[src/sv/mrupr_pkg.sv]
// Package for the MRU page replacement block.
// Holds the sequencer state type and the fixed hit counter width.
// No dependencies.
package mrupr_pkg;

	localparam int HIT_W = 16;

	typedef enum logic [3:0] {
		S_IDLE,
		S_ST_RD,
		S_ST_CMP,
		S_ROT_RD,
		S_ROT_WR,
		S_EV_RD,
		S_EV_CAP,
		S_TOP_WR,
		S_FILL,
		S_FR_RD,
		S_FR_CMP,
		S_DONE
	} mrupr_state_t;

endpackage

[src/sv/mrupr_ram.sv]
// Small single-write, single-read RAM with a registered read port.
// Used for the frame table and the recency stack. No dependencies.
module mrupr_ram #(
	parameter int DEPTH = 8,
	parameter int WIDTH = 8
) (
	input  logic                     clk,
	input  logic                     we,
	input  logic [$clog2(DEPTH)-1:0] waddr,
	input  logic [WIDTH-1:0]         wdata,
	input  logic [$clog2(DEPTH)-1:0] raddr,
	output logic [WIDTH-1:0]         rdata
);

	logic [WIDTH-1:0] mem [DEPTH];
	logic [WIDTH-1:0] rdata_q;

	always_ff @(posedge clk) begin
		if (we) begin
			mem[waddr] <= wdata;
		end
		rdata_q <= mem[raddr];
	end

	assign rdata = rdata_q;

endmodule

[src/sv/mru_page_replacement.sv]
// MRU page replacement: recency stack and frame table in two small RAMs, scanned by a single
// shared comparator; each entry takes a RAM read, then a compare or write. A new transaction
// is not accepted until the current one is done: in_stall stays high until the result is
// loaded into the output register. Reset clears sequencer, counts and output valid only.
module mru_page_replacement #(
	parameter int FRAME_COUNT  = 8,
	parameter int PAGE_ID_BITS = 8
) (
	input  logic                           clk,
	input  logic                           arst_n,
	input  logic                           in_valid,
	output logic                           in_stall,
	input  logic [PAGE_ID_BITS-1:0]        page_id,
	output logic                           out_valid,
	input  logic                           out_stall,
	output logic                           hit,
	output logic [$clog2(FRAME_COUNT)-1:0] frame_index,
	output logic                           evicted,
	output logic [PAGE_ID_BITS-1:0]        evicted_page,
	output logic [mrupr_pkg::HIT_W-1:0]    hit_total
);

	import mrupr_pkg::*;

	localparam int IW  = $clog2(FRAME_COUNT);
	localparam int CW  = $clog2(FRAME_COUNT + 1);
	localparam int CW1 = CW + 1;

	mrupr_state_t state_q, state_d;

	logic [CW-1:0]           filled_q;
	logic [HIT_W-1:0]        hit_cnt_q;
	logic                    out_valid_q;
	logic [IW-1:0]           idx_q;
	logic [PAGE_ID_BITS-1:0] page_q;
	logic [PAGE_ID_BITS-1:0] key_q;
	logic                    hit_q;
	logic                    evict_q;
	logic [PAGE_ID_BITS-1:0] ev_page_q;
	logic [IW-1:0]           frame_q;

	logic                    out_hit_q;
	logic [IW-1:0]           out_frame_q;
	logic                    out_evict_q;
	logic [PAGE_ID_BITS-1:0] out_ev_page_q;
	logic [HIT_W-1:0]        out_hit_total_q;

	logic                    stk_we, frm_we;
	logic [IW-1:0]           stk_waddr, stk_raddr, frm_waddr, frm_raddr;
	logic [PAGE_ID_BITS-1:0] stk_wdata, frm_wdata, stk_rdata, frm_rdata;

	logic                    accept;
	logic                    load_out;
	logic [PAGE_ID_BITS-1:0] cmp_a;
	logic                    match;
	logic [CW1-1:0]          idx_ext;
	logic                    more;
	logic                    rot_more;
	logic                    full;
	logic [CW-1:0]           top_cnt;

	mrupr_ram #(.DEPTH(FRAME_COUNT), .WIDTH(PAGE_ID_BITS)) u_stack (
		.clk   (clk),
		.we    (stk_we),
		.waddr (stk_waddr),
		.wdata (stk_wdata),
		.raddr (stk_raddr),
		.rdata (stk_rdata)
	);

	mrupr_ram #(.DEPTH(FRAME_COUNT), .WIDTH(PAGE_ID_BITS)) u_frames (
		.clk   (clk),
		.we    (frm_we),
		.waddr (frm_waddr),
		.wdata (frm_wdata),
		.raddr (frm_raddr),
		.rdata (frm_rdata)
	);

	// single comparator shared by the stack scan and the frame scan
	assign cmp_a    = (state_q == S_FR_CMP) ? frm_rdata : stk_rdata;
	assign match    = (cmp_a == key_q);
	assign idx_ext  = CW1'(idx_q);
	assign more     = (idx_ext + CW1'(1)) < CW1'(filled_q);
	assign rot_more = (idx_ext + CW1'(2)) < CW1'(filled_q);
	assign full     = (filled_q == CW'(FRAME_COUNT));
	assign top_cnt  = filled_q - CW'(1);
	assign accept   = in_valid && !in_stall;
	assign load_out = (state_q == S_DONE) && (!out_valid_q || !out_stall);

	// next state
	always_comb begin
		state_d = state_q;
		unique case (state_q)
			S_IDLE: begin
				if (in_valid) begin
					state_d = (filled_q == '0) ? S_FILL : S_ST_RD;
				end
			end
			S_ST_RD:  state_d = S_ST_CMP;
			S_ST_CMP: begin
				if (match) begin
					state_d = more ? S_ROT_RD : S_TOP_WR;
				end else if (more) begin
					state_d = S_ST_RD;
				end else begin
					state_d = full ? S_EV_RD : S_FILL;
				end
			end
			S_ROT_RD: state_d = S_ROT_WR;
			S_ROT_WR: state_d = rot_more ? S_ROT_RD : S_TOP_WR;
			S_EV_RD:  state_d = S_EV_CAP;
			S_EV_CAP: state_d = S_TOP_WR;
			S_TOP_WR: state_d = S_FR_RD;
			S_FILL:   state_d = S_DONE;
			S_FR_RD:  state_d = S_FR_CMP;
			S_FR_CMP: begin
				if (match || !more) begin
					state_d = S_DONE;
				end else begin
					state_d = S_FR_RD;
				end
			end
			S_DONE: begin
				if (!out_valid_q || !out_stall) begin
					state_d = S_IDLE;
				end
			end
			default: state_d = S_IDLE;
		endcase
	end

	// RAM controls and handshake outputs
	always_comb begin
		in_stall  = (state_q != S_IDLE);
		stk_we    = 1'b0;
		stk_waddr = idx_q;
		stk_wdata = page_q;
		stk_raddr = idx_q;
		frm_we    = 1'b0;
		frm_waddr = idx_q;
		frm_wdata = page_q;
		frm_raddr = idx_q;
		unique case (state_q)
			S_ROT_RD: stk_raddr = idx_q + IW'(1);
			S_ROT_WR: begin
				stk_we    = 1'b1;
				stk_wdata = stk_rdata;
			end
			S_EV_RD:  stk_raddr = IW'(FRAME_COUNT - 1);
			S_TOP_WR: begin
				stk_we    = 1'b1;
				stk_waddr = top_cnt[IW-1:0];
			end
			S_FILL: begin
				stk_we    = 1'b1;
				stk_waddr = filled_q[IW-1:0];
				frm_we    = 1'b1;
				frm_waddr = filled_q[IW-1:0];
			end
			S_FR_CMP: begin
				// on eviction the new page takes the victim's frame (frame 0 if none found)
				frm_we    = evict_q && (match || !more);
				frm_waddr = match ? idx_q : '0;
			end
			default: ;
		endcase
	end

	always_ff @(posedge clk or negedge arst_n) begin
		if (!arst_n) begin
			state_q     <= S_IDLE;
			filled_q    <= '0;
			hit_cnt_q   <= '0;
			out_valid_q <= 1'b0;
		end else begin
			state_q <= state_d;
			if (state_q == S_FILL) begin
				filled_q <= filled_q + CW'(1);
			end
			if (state_q == S_ST_CMP && match && hit_cnt_q != '1) begin
				hit_cnt_q <= hit_cnt_q + HIT_W'(1);
			end
			if (load_out) begin
				out_valid_q <= 1'b1;
			end else if (!out_stall) begin
				out_valid_q <= 1'b0;
			end
		end
	end

	always_ff @(posedge clk) begin
		if (accept) begin
			page_q    <= page_id;
			key_q     <= page_id;
			idx_q     <= '0;
			hit_q     <= 1'b0;
			evict_q   <= 1'b0;
			ev_page_q <= '0;
			frame_q   <= '0;
		end
		case (state_q)
			S_ST_CMP: begin
				if (match) begin
					hit_q <= 1'b1;
				end else if (more) begin
					idx_q <= idx_q + IW'(1);
				end
			end
			S_ROT_WR: idx_q <= idx_q + IW'(1);
			S_EV_CAP: begin
				key_q     <= stk_rdata;
				ev_page_q <= stk_rdata;
				evict_q   <= 1'b1;
			end
			S_TOP_WR: idx_q <= '0;
			S_FILL:   frame_q <= filled_q[IW-1:0];
			S_FR_CMP: begin
				if (match) begin
					frame_q <= idx_q;
				end else if (more) begin
					idx_q <= idx_q + IW'(1);
				end
			end
			default: ;
		endcase
		if (load_out) begin
			out_hit_q       <= hit_q;
			out_frame_q     <= frame_q;
			out_evict_q     <= evict_q;
			out_ev_page_q   <= ev_page_q;
			out_hit_total_q <= hit_cnt_q;
		end
	end

	assign out_valid    = out_valid_q;
	assign hit          = out_hit_q;
	assign frame_index  = out_frame_q;
	assign evicted      = out_evict_q;
	assign evicted_page = out_ev_page_q;
	assign hit_total    = out_hit_total_q;

endmodule

[config.mk]
export PLATFORM = sky130hd
export DESIGN_NAME = mru_page_replacement
export DESIGN_NICKNAME = d
export VERILOG_FILES = /design/src/sv/mrupr_pkg.sv /design/src/sv/mrupr_ram.sv /design/src/sv/mru_page_replacement.sv
export SDC_FILE = /design/constraint.sdc
export NUM_CORES = 1
export LEC_CHECK = 0
export BUFFER_PORTS_ARGS = -buffer_cell sky130_fd_sc_hd__buf_2
export CAP_MARGIN = 10
export CORE_MARGIN = 5
export CORE_UTILIZATION = 40
export DETAILED_ROUTE_END_ITERATION = 8
export SLEW_MARGIN = 20
export SYNTH_ARGS = -nofsm -noshare
export SYNTH_HDL_FRONTEND = slang
export SYNTH_SLANG_ARGS = --single-unit
[constraint.sdc]
create_clock -name clk -period 7.1 [get_ports clk]
set_input_delay 0.71 -clock clk [delete_from_list [all_inputs] [get_ports clk]]
set_output_delay 0.71 -clock clk [all_outputs]
set_load 0.05 [all_outputs]
==> summary.txt, run 1 <==
Global route
  • First-pass GRT wire length: between 30000 and 40000 um
  • Final global-route overflow total: 0
  • Antenna violations before repair: 0
  • Largest net degree at the start of global routing: 26
  • Total GRT Usage: between 10% and 20%
  • Vias in the first global route: between 5k and 6k

STA
  • Fin. max-slew vios: 0
  • Hold_ws: 0.187 ns
  • Fin crit share: between 40% and 50%
  • RSZ-0062 raised after global routing: false
  • Slew @ Worst Pin: 1.04 ns
  • Max frequency: 0.290 GHz
  • Final setup vio count: 0
  • Shortest period the worst path allows: around 3.4 ns
  • Slew headroom: 30.2%
  • Worst Clk Skew: 0.0169 ns
  • Hold Fails Final Rpt: 0
  • Setup TNS: 0 ns

Clocking
  • CTS H-tree lvls: 1
  • CTS Buffer Depth: 3
  • Clock-pin slew on the worst setup and hold paths: 0.07 ns
  • Clk root buf: clkbuf_16
  • CTS hold repair buffers: 0
  • CTS sink count: 230
  • Clk Latency, worst-skew pair: ~0.52 ns
  • # resized after CTS: 0
  • Setup bufs post-CTS: 0
  • CTS buffer count: 24
  • CTS tree: built

Route
  • DRT antenna net count: 0
  • Iter 0 DRT Violations: 490
  • Post-DR wirelength/cell: 20.8 um
  • DRC: 0
  • Drt via density: 5.42
  • Vias: approximately 5.5k
  • TritonRoute pass-1 iters: 5
  • Final WL: about 21000 um

Die
  • I/O Pins: 43
  • Initial Util: 40.6%
  • Core area: 0.0235 mm^2
  • Die width: 164 um
  • FP Rows: 56
  • Die outline height: about 160 um
  • Die area: 0.0270 mm^2

Worst setup path
  • Worst Path Max Fanout: 21
  • Crit. End Element: flip-flop
  • FF-to-FF setup slack: 3.65 ns
  • CP required: 7.31 ns
  • Worst r2r src: frm_raddr[2]$_DFF_P_
  • Crit path DAT: ~3.7 ns
  • CP Cell Sequence: ha_1 > and2_1 > ha_1 > nor2_1 > a21oi_1 > or2_2 > o21ai_4 > nor4_1 > buf_4
  • R2R cell count: 9
  • Element type at the critical path start: flip-flop
  • Crit Path Class: flip-flop to flip-flop
  • CP max-delay cell: dfxtp_1
  • Max stage delay on crit path: 0.92 ns
  • CP most frequent cell: ha_1
  • Capturing point of the worst reg2reg path: u_frames.mem[2][0]$_DFFE_PP_

Run status
  • Outcome: completed

Final layout
  • P&R area growth vs syn: 15.3%
  • Post-Layout Cell Count: around 1k
  • Finished Core Util: 46.9%
  • Reg area: roughly 0.0065 mm^2
  • # diodes: 0
  • Layout fillers: 2043
  • Layout cells sized above 1: 24.4%
  • Final instance area: 0.0110 mm^2
  • Multi-input logic area: around 0.0028 mm^2
  • Final nets: around 700

Hold path
  • Hold WC Path Type: primary input to async pin

Place
  • Placed cell count: 963
  • IO Port Bufs: 42
  • Final Wtd Congestion: between 0.9 and 1
  • Post-DP Area: slightly above 0.01 mm^2
  • DP HPWL: roughly 14000 um

Synth
  • Synth warnings: 0
  • Synth top area cells: edfxtp_1, mux4_2, dfrtp_1, dfxtp_1, xnor2_1
  • Synth top area share: 57.0%
  • Synth cell types: 69
  • Yosys top cell by area: edfxtp_1
  • Sequential fraction of the synthesis area: 68.6%
  • EDFF count, synth: about 180
  • Syn Std Cell Area: 0.00954 mm^2
  • Cells after Synth: a little over 600
  • Mapped Nets: 632
  • Synth Register Bits: 230
  • Async SR Flop Fraction: 10.9%
  • Top FF cell, synth: edfxtp_1
  • Syn_area_per_cell: about 16 um^2

Power
  • PD cells: 437 mW/mm^2
  • P_leak: between 3 and 4 nW
  • Peak supply drop: 214 uV

Job
  • Maxcap violations: 0
[stage by stage]
stage | power (mW) | setup WS (ns)
after floorplan | 3.10 | 3.62
after global placement | 3.50 | 3.82
after detailed placement | 3.53 | 3.75
after CTS | 4.82 | 3.72
after global routing | 5.04 | 3.44
final | 4.80 | 3.65
[layout make-up]
type,instances,area share [%]
clock inverters,15,1.62
clock buffers,29,5.82
well taps,319,3.63
flip-flops and latches,230,59.5
repair buffers,59,3.07
multi-input cells,335,25.7
inverters,20,0.683
[worst max path at each step]
stage                                   end  slack [ns]                 start  depth (start not counted)
3_5_place_dp   u_frames.mem[2][1]$_DFFE_PP_        3.75  frm_raddr[2]$_DFF_P_                          9
4_1_cts        u_frames.mem[2][5]$_DFFE_PP_        3.72  frm_raddr[2]$_DFF_P_                          9
6_report       u_frames.mem[2][0]$_DFFE_PP_        3.65  frm_raddr[2]$_DFF_P_                          9
3_3_place_gp   u_frames.mem[2][1]$_DFFE_PP_        3.82  frm_raddr[2]$_DFF_P_                          9
5_1_grt        u_frames.mem[2][2]$_DFFE_PP_        3.44  frm_raddr[2]$_DFF_P_                          9
2_1_floorplan             evicted$_DFFE_PP_        3.62             out_stall                          2
[where the power goes]
group	leakage (nW)	internal [mW]	total, mW	switching (mW)
clock network	0.388	0.759	1.28	0.522
registers	2.18	1.78	1.99	0.211
logic	1.34	0.614	1.53	0.918
[synth_stat cells (all sizes together), types with 3 or more instances]
master,instances
a21o,13
a21oi,15
a221o,3
a2bb2oi,3
and2,7
and3,7
buf,13
clkbuf,11
dfrtp,25
dfxtp,24
edfxtp,181
ha,11
inv,20
mux2,19
mux4,32
nand2,51
nand2b,7
nand3,19
nand4,6
nor2,26
nor2b,3
nor3,16
nor3b,4
nor4,11
o21ai,12
o22ai,6
xnor2,22
xor2,6
[metal layers]
| metal | share of wire [%] | wire length, um | GRT usage, % | vias to the layer above |
|---|---|---|---|---|
| met4 | 1.7 | 362 | 4.08 | 0 |
| met5 | 0 | 0 | 0 | - |
| met2 | 46 | 9560 | 24.2 | 179 |
| li1 | - | - | - | 2471 |
| met1 | 46 | 9700 | 23.6 | 2775 |
| met3 | 6.1 | 1280 | 2.60 | 32 |
[logic make-up after synthesis]
logic type	synth area share, %
buffers and inverters	2.15
and+or+nand+nor	9.27
adders and majority gates	1.44
xor gates and xnor gates	2.57
AOI/OAI and AO/OA	5.93
muxes	10.0
DFF	68.6
[cell usage in the layout (no fill, tap or decap), types with 18 or more instances in the layout]
cell       count
edfxtp_1     181
mux4_2        32
dfrtp_1       25
xnor2_1       22
buf_2         42
inv_1         20
nand2_1       51
nor2_1        26
dfxtp_1       24
clkbuf_16     25
nand3_1       18
[worst max-delay path: cells and delay by family (launching register included)]
family / cells / cell delay [ns]
adder cells (fa/ha/maj): 2 / 0.47
AO/OA/AOI/OAI: 2 / 0.70
flip-flops: 1 / 0.92
buffers and inverters: 1 / 0.25
AND/OR/NAND/NOR: 4 / 0.79
[registers in the layout, summed over array words and instances, names as in the netlist]
| register | cells |
|---|---|
| ev_page_q | 8 |
| evict_q | 1 |
| evicted | 1 |
| evicted_page | 8 |
| filled_q | 4 |
| frame_index | 3 |
| frame_q | 3 |
| frm_raddr | 3 |
| frm_wdata | 8 |
| hit | 1 |
| hit_cnt_q | 16 |
| hit_q | 1 |
| hit_total | 16 |
| key_q | 8 |
| out_valid | 1 |
| state_q | 4 |
| u_frames.mem | 64 |
| u_frames.rdata | 8 |
| u_stack.mem | 64 |
| u_stack.rdata | 8 |
(Power assumes the default switching activity.)
==> inputs of run 2 (changes only) <==
- clock period: 7.1 -> 2.9 ns (I/O delays scaled with it)
==> run 2 against run 1 <==
Net effect: combinational power increased to 2.7 times the previous value; cell area increased by 3.0%; critical path type unchanged; first-iteration DRC count shrank 9.8%; highest routed layer unchanged; non-clock buffer count is 37 higher.
==> summary.txt, run 2 (synthesis gave the netlist of run 1 again) <==
Power
  • Peak supply drop: 377 uV (+77%)
  • P_leak: 4.10 nW (+5.1%)
  • PD cells: 1060 mW/mm^2 (+140%)

Place
  • DP HPWL: 14300 um (+0.32%)
  • Post-DP Area: 0.0104 mm^2 (+2.2%)
  • Final Wtd Congestion: 0.948 (+3.9%)
  • Placed cell count: 990 (+2.8%)
  • IO Port Bufs: 42 (unchanged)

Die
  • Die outline height: 164 um (unchanged)
  • I/O Pins: 43 (unchanged)
  • Die width: 164 um (unchanged)
  • Initial Util: 40.6% (unchanged)
  • Core area: 0.0235 mm^2 (unchanged)
  • Die area: 0.0270 mm^2 (unchanged)
  • FP Rows: 56 (unchanged)

STA
  • Shortest period the worst path allows: 2.74 ns (-0.704 ns)
  • Hold Fails Final Rpt: 0 (unchanged)
  • Hold_ws: 0.0438 ns (-0.143 ns)
  • Max frequency: 0.364 GHz (+26%)
  • Slew @ Worst Pin: 0.722 ns (-0.317 ns)
  • Worst Clk Skew: 0.00925 ns (-0.00767 ns)
  • Final setup vio count: 0 (unchanged)
  • Fin. max-slew vios: 0 (unchanged)
  • Slew headroom: 51.3% (+21 points)
  • Fin crit share: 94.6% (+46 points)

Final layout
  • Final nets: 731 (+5.5%)
  • Layout cells sized above 1: 26.9% (+2.4 points)
  • Top flop regs: u_frames.mem (64), u_stack.mem (64)
  • Post-Layout Cell Count: 1045 (+3.8%)
  • Most frequent cells in the layout: edfxtp_1, nand2_1, buf_4
  • # diodes: 0 (unchanged)
  • P&R area growth vs syn: 18.7%
  • Final instance area: 0.0113 mm^2 (+3.0%)
  • Commonest non-fill, non-tap cell in the layout: edfxtp_1

Route
  • DRT antenna net count: 0 (unchanged)
  • Iter 0 DRT Violations: 442 (-9.8%)
  • Drt via density: 5.33 (-1.7%)
  • Final WL: 20800 um (-0.34%)
  • Post-DR wirelength/cell: 19.9 um (-4.0%)
  • TritonRoute pass-1 iters: 5 (unchanged)
  • Vias: 5566 (+2.0%)
  • DRC: 0 (unchanged)

Clocking
  • CTS Buffer Depth: 3 (unchanged)
  • CTS buffer count: 25 (+4.2%)
  • CTS tree: built
  • Clk root buf: clkbuf_16
  • Clock-pin slew on the worst setup and hold paths: 0.06 ns (about the same)
  • CTS sink count: 230 (unchanged)
  • CTS H-tree lvls: 1 (unchanged)
  • Clk Latency, worst-skew pair: 0.51 ns (about the same)

Job
  • Maxcap violations: 0 (unchanged)

Worst setup path
  • CP required: 3.16 ns (-4.15 ns)
  • Worst Path Max Fanout: 8 (-62%)
  • Crit path DAT: 3.01 ns (-0.65 ns)
  • Element type at the critical path start: flip-flop
  • Crit Path Class: flip-flop to flip-flop
  • Crit. End Element: flip-flop

Global route
  • First-pass GRT wire length: 32600 um (-0.38%)
  • Total GRT Usage: 15.7% (-0.10 points)
  • Vias in the first global route: 5626 (+3.4%)
  • Final global-route overflow total: 0 (unchanged)
  • Largest net degree at the start of global routing: 30 (+15%)
  • Antenna violations before repair: 0 (unchanged)

Run status
  • Outcome: completed

Hold path
  • Hold WC Path Type: primary input to flip-flop
==> run 2: cell types whose count changed in the layout (fill, tap and decap cells not counted), sizes merged <==
| cell | previous run | this run |
|---|---|---|
| buf | 59 | 88 |
| bufinv | 3 | 4 |
| clkbuf | 29 | 27 |
| clkinv | 8 | 9 |
| dlygate4sd3 | 0 | 8 |
| inv | 20 | 21 |
==> run 2: what timing repair did <==
| action | in CTS | in global routing |
|---|---|---|
| endpoints found under the hold margin | 32 | 0 |
| buffers inserted | 0 | 2 |
| gates resized for setup | 0 | 2 |
| hold buffers | 8 | 0 |
| setup endpoints to repair | 0 | 40 |
==> run 2: power by group <==
part | internal, mW | switching, mW
Sequential | 4.36 | 0.393
Clock | 1.95 | 1.25
Combinational | 1.70 | 2.35
Total | 8.00 | 3.99
==> run 2: critical path, cell delays in order, from the launching register on <==
cell and delay, ns:
dfrtp_1 0.44, nand4bb_4 0.30, a2111oi_2 0.37, a31oi_1 0.17, nor3b_4 0.35, buf_4 0.18
a2bb2oi_1 0.37, nor4_2 0.12, buf_4 0.19
==> run 2: path summary, 6_finish.rpt <==
kind | endpoint | start | depth (start not counted) | slack (ns)
setup / recovery | u_frames.mem[2][4]$_DFFE_PP_ | state_q[2]$_DFFE_PN0P_ | 8 | 0.16
hold / removal | frm_wdata[3]$_DFFE_PP_ | page_id[3] | 1 | 0.04
setup reg to reg | u_frames.mem[2][4]$_DFFE_PP_ | state_q[2]$_DFFE_PN0P_ | 8 | 0.16
hold reg to reg | evicted_page[7]$_DFFE_PP_ | ev_page_q[7]$_SDFFCE_PN0P_ | 0 | 0.42
max in group asynchronous | hit_cnt_q[3]$_DFFE_PN0P_ | arst_n | 2 | 2.14
min in group asynchronous | hit_cnt_q[9]$_DFFE_PN0P_ | arst_n | 2 | 0.35
==> run 2: per-layer routing <==
layer / routed length, um / global-route usage (%) / vias to the layer above
met5: 0 / 0 / -
met4: 396 / 4.23 / 0
met3: 1550 / 2.57 / 31
met2: 9650 / 24.9 / 213
met1: 9230 / 22.7 / 2775
li1: - / - / 2547
==> run 2: stage by stage <==
stage	TNS [ns]	utilization (%)	total power, mW	setup slack (ns)
6_report	0	48.2	12.0	0.156
5_1_grt	-0.0535	48.2	12.6	-0.00501
4_1_cts	0	48.1	12.1	0.0230
3_5_place_dp	0	44.2	8.85	0.0622
3_3_place_gp	0	44.2	8.78	0.153
2_1_floorplan	-23.51	-	7.59	-0.367
==> run 2: area by class of cell <==
| type | count | area, um^2 |
|---|---|---|
| clock buffers | 27 | 633 |
| clock inverters | 18 | 211 |
| fillers | 2009 | 12100 |
| inverters | 20 | 75.1 |
| multi-input cells | 335 | 2820 |
| flip-flops and latches | 230 | 6540 |
| well taps | 319 | 399 |
| repair buffers | 96 | 648 |
==> inputs of run 3 (changes only) <==
- ABC_AREA: default -> 1
==> run 3 against run 2 <==
Net effect: final cell count increased by 26%; combinational power decreased by 7.4%; clock skew increased by 0.0026 ns; worst setup slack improved by 0.027 ns; cell area increased by 0.57%; via count increased by 18%; register-to-register slack improved by 0.03 ns; critical path type unchanged; largest cell class unchanged; largest power group unchanged.
==> summary.txt, run 3 <==
Final layout
  • Layout fillers: 2135 (+6.3%)
  • Post-Layout Cell Count: 1314 (+26%)
  • Layout cells sized above 1: 15.2% (-12 points)
  • P&R area growth vs syn: 17.8%
  • Top flop regs: u_frames.mem (64), u_stack.mem (64)
  • Finished Core Util: 48.2% (about the same)
  • # diodes: 0 (unchanged)
  • Final nets: 1000 (+37%)
  • Commonest non-fill, non-tap cell in the layout: edfxtp_1
  • Most frequent cells in the layout: edfxtp_1, nand2_1, nor2_1

Power
  • PnR Total Power: 11.4 mW (-5.2%)
  • PD cells: 999 mW/mm^2 (-5.8%)
  • P_leak: 4.42 nW (+7.7%)
  • Peak supply drop: 539 uV (+43%)

Route
  • Post-DR wirelength/cell: 16.8 um (-15%)
  • Final WL: 22100 um (+6.3%)
  • TritonRoute pass-1 iters: 5 (unchanged)
  • DRT antenna net count: 0 (unchanged)
  • Drt via density: 5.02 (-5.8%)
  • DRC: 0 (unchanged)
  • Vias: 6590 (+18%)
  • Iter 0 DRT Violations: 538 (+22%)

Die
  • I/O Pins: 43 (unchanged)
  • Initial Util: 40.9% (+0.29 points)
  • Core area: 0.0236 mm^2 (+0.60%)
  • FP Rows: 56 (unchanged)
  • Die width: 165 um (+0.62%)
  • Die area: 0.0274 mm^2 (+1.2%)
  • Die outline height: 165 um (+0.62%)

Job
  • Maxcap violations: 0 (unchanged)

STA
  • Fin crit share: 93.7% (-0.92 points)
  • Hold Fails Final Rpt: 0 (unchanged)
  • Final setup margin: 0.182 ns (+0.0267 ns)
  • RSZ-0062 raised after global routing: false
  • Slew headroom: 48.4% (-3.0 points)
  • Max frequency: 0.368 GHz (+0.98%)
  • Worst Clk Skew: 0.0118 ns (+0.00260 ns)
  • Fin. max-slew vios: 0 (unchanged)
  • Final setup vio count: 0 (unchanged)
  • Setup TNS: 0 ns (unchanged)
  • Shortest period the worst path allows: 2.72 ns (-0.0267 ns)
  • Slew @ Worst Pin: 0.769 ns (+0.0471 ns)

Clocking
  • CTS sink count: 230 (unchanged)
  • CTS tree: built
  • CTS buffer count: 24 (-4.0%)
  • Clock-pin slew on the worst setup and hold paths: 0.06 ns (about the same)
  • Clk Latency, worst-skew pair: 0.52 ns (about the same)
  • CTS H-tree lvls: 1 (unchanged)
  • Clk root buf: clkbuf_16
  • CTS Buffer Depth: 3 (unchanged)

Worst setup path
  • Crit path DAT: 2.93 ns (-0.08 ns)
  • Crit Path Class: flip-flop to flip-flop
  • Element type at the critical path start: flip-flop
  • Crit. End Element: flip-flop
  • CP required: 3.11 ns (-0.05 ns)
  • Worst Path Max Fanout: 10 (+2)

Synth
  • Syn_area_per_cell: 10.9 um^2 (-30%)
  • Synth cell types: 35 (-49%)
  • Synth top area cells: edfxtp_1, nand2_1, dfrtp_1, dfxtp_1, nor2_1
  • Most common cell in the netlist: edfxtp_1
  • Cells after Synth: 884 (+45%)
  • Synth Register Bits: 230 (unchanged)
  • Sequential fraction of the synthesis area: 67.7% (-0.90 points)
  • Post-synth top cells: edfxtp_1, nand2_1, nor2_1
  • EDFF count, synth: 181 (unchanged)
  • Syn Std Cell Area: 0.00966 mm^2 (+1.3%)
  • Async SR Flop Fraction: 10.9% (unchanged)
  • Synth top area share: 56.2% (-0.75 points)
  • Synth warnings: 0 (unchanged)
  • Mapped Nets: 907 (+44%)
  • Top FF cell, synth: edfxtp_1
  • Yosys top cell by area: edfxtp_1

Place
  • Placed cell count: 1260 (+27%)
  • Final Wtd Congestion: 0.852 (-10%)
  • DP HPWL: 15500 um (+8.3%)
  • IO Port Bufs: 42 (unchanged)
  • Setup WS pre-CTS: 0.227 ns (+0.165 ns)

Global route
  • Antenna violations before repair: 0 (unchanged)
  • Largest net degree at the start of global routing: 43 (+43%)
  • Final global-route overflow total: 0 (unchanged)
  • First-pass GRT wire length: 34800 um (+6.7%)
  • Vias in the first global route: 6185 (+9.9%)
  • Total GRT Usage: 16.4% (+0.70 points)

Run status
  • Outcome: completed

Hold path
  • Hold WC Path Type: primary input to flip-flop
[run 3: changes by cell type in the layout (fill, tap and decap cells not counted), moves of 22 or more]
cell     previous run  this run
o22ai_1             4        26
mux4_2             32         0
nor2_1             26       115
o21ai_0             9        86
nand2_1            51       180
inv_1              20        66
[run 3: path summary, 6_finish.rpt]
path                                       startpoint                            to  slack, ns  depth (start not counted)
setup / recovery               state_q[0]$_DFFE_PN0P_  u_frames.mem[3][4]$_DFFE_PP_       0.18                         16
hold / removal                               in_valid        state_q[3]$_DFFE_PN0P_       0.17                          5
setup reg to reg               state_q[0]$_DFFE_PN0P_  u_frames.mem[3][4]$_DFFE_PP_       0.18                         16
hold reg to reg            ev_page_q[4]$_SDFFCE_PN0P_     evicted_page[4]$_DFFE_PP_       0.42                          0
max in group asynchronous                      arst_n      hit_cnt_q[7]$_DFFE_PN0P_       2.14                          2
min in group asynchronous                      arst_n       filled_q[3]$_DFFE_PN0P_       0.33                          2
[run 3: layer usage]
layer	up-vias	GRT usage, %	share of wire, %
met1	3141	24.0	47
met2	184	25.9	46
met4	0	3.52	1.5
li1	3238	-	-
met3	27	2.68	6.3
met5	-	0	0
[run 3: worst max-delay path, cell delays in order (launching register included)]
cell	delay, ns
dfrtp_1	0.44
inv_1	0.11
nand2_2	0.09
nor2_4	0.24
nand2_1	0.14
nand2_1	0.08
nand2_1	0.04
nand2_1	0.05
nand2_1	0.07
nor2_4	0.17
nand2_4	0.10
nand2_2	0.14
nand3_1	0.12
nand2_1	0.17
nand2_1	0.12
nor2_1	0.12
buf_4	0.19
[run 3: what timing repair did]
item | 4_1_cts | 5_1_grt
endpoints found under the hold margin | 33 | 1
gates resized for setup | 0 | 1
hold buffers | 9 | 1
setup buffers | 0 | 0
setup endpoints to repair | 0 | 40
[run 3: stage by stage]
| stage | instance area [um^2] | hold WS (ns) |
|---|---|---|
| final | 11400 | 0.167 |
| after CTS | 11400 | 0.0000147 |
| after global placement | 10500 | 0.349 |
| after floorplan | 9660 | -0.00559 |
| after detailed placement | 10500 | 0.357 |
| after global routing | 11400 | 0.203 |
[run 3: layout make-up]
type	count	area, um^2	area share, %
sequential	230	6540	57.4
timing repair buffer	94	626	5.49
clock buffer	27	612	5.37
tap	319	399	3.50
inverter	69	260	2.29
clock inverter	17	196	1.72
multi-input combinational	558	2750	24.2
[run 3: cells by family after synthesis]
| kind of cell | count (synthesis) | share of synthesized area (%) |
|---|---|---|
| adder cells (fa/ha/maj) | 11 | 1.42 |
| AO/OA/AOI/OAI | 150 | 8.54 |
| XOR/XNOR | 19 | 1.72 |
| flip-flops | 230 | 67.7 |
| buffers and inverters | 96 | 3.87 |
| AND/OR/NAND/NOR | 378 | 16.8 |
[run 3: where the power goes]
group / leakage [nW] / internal [mW] / switching [mW]
Combinational: 1.87 / 1.17 / 2.59
Sequential: 2.16 / 4.22 / 0.293
Clock: 0.384 / 1.88 / 1.23
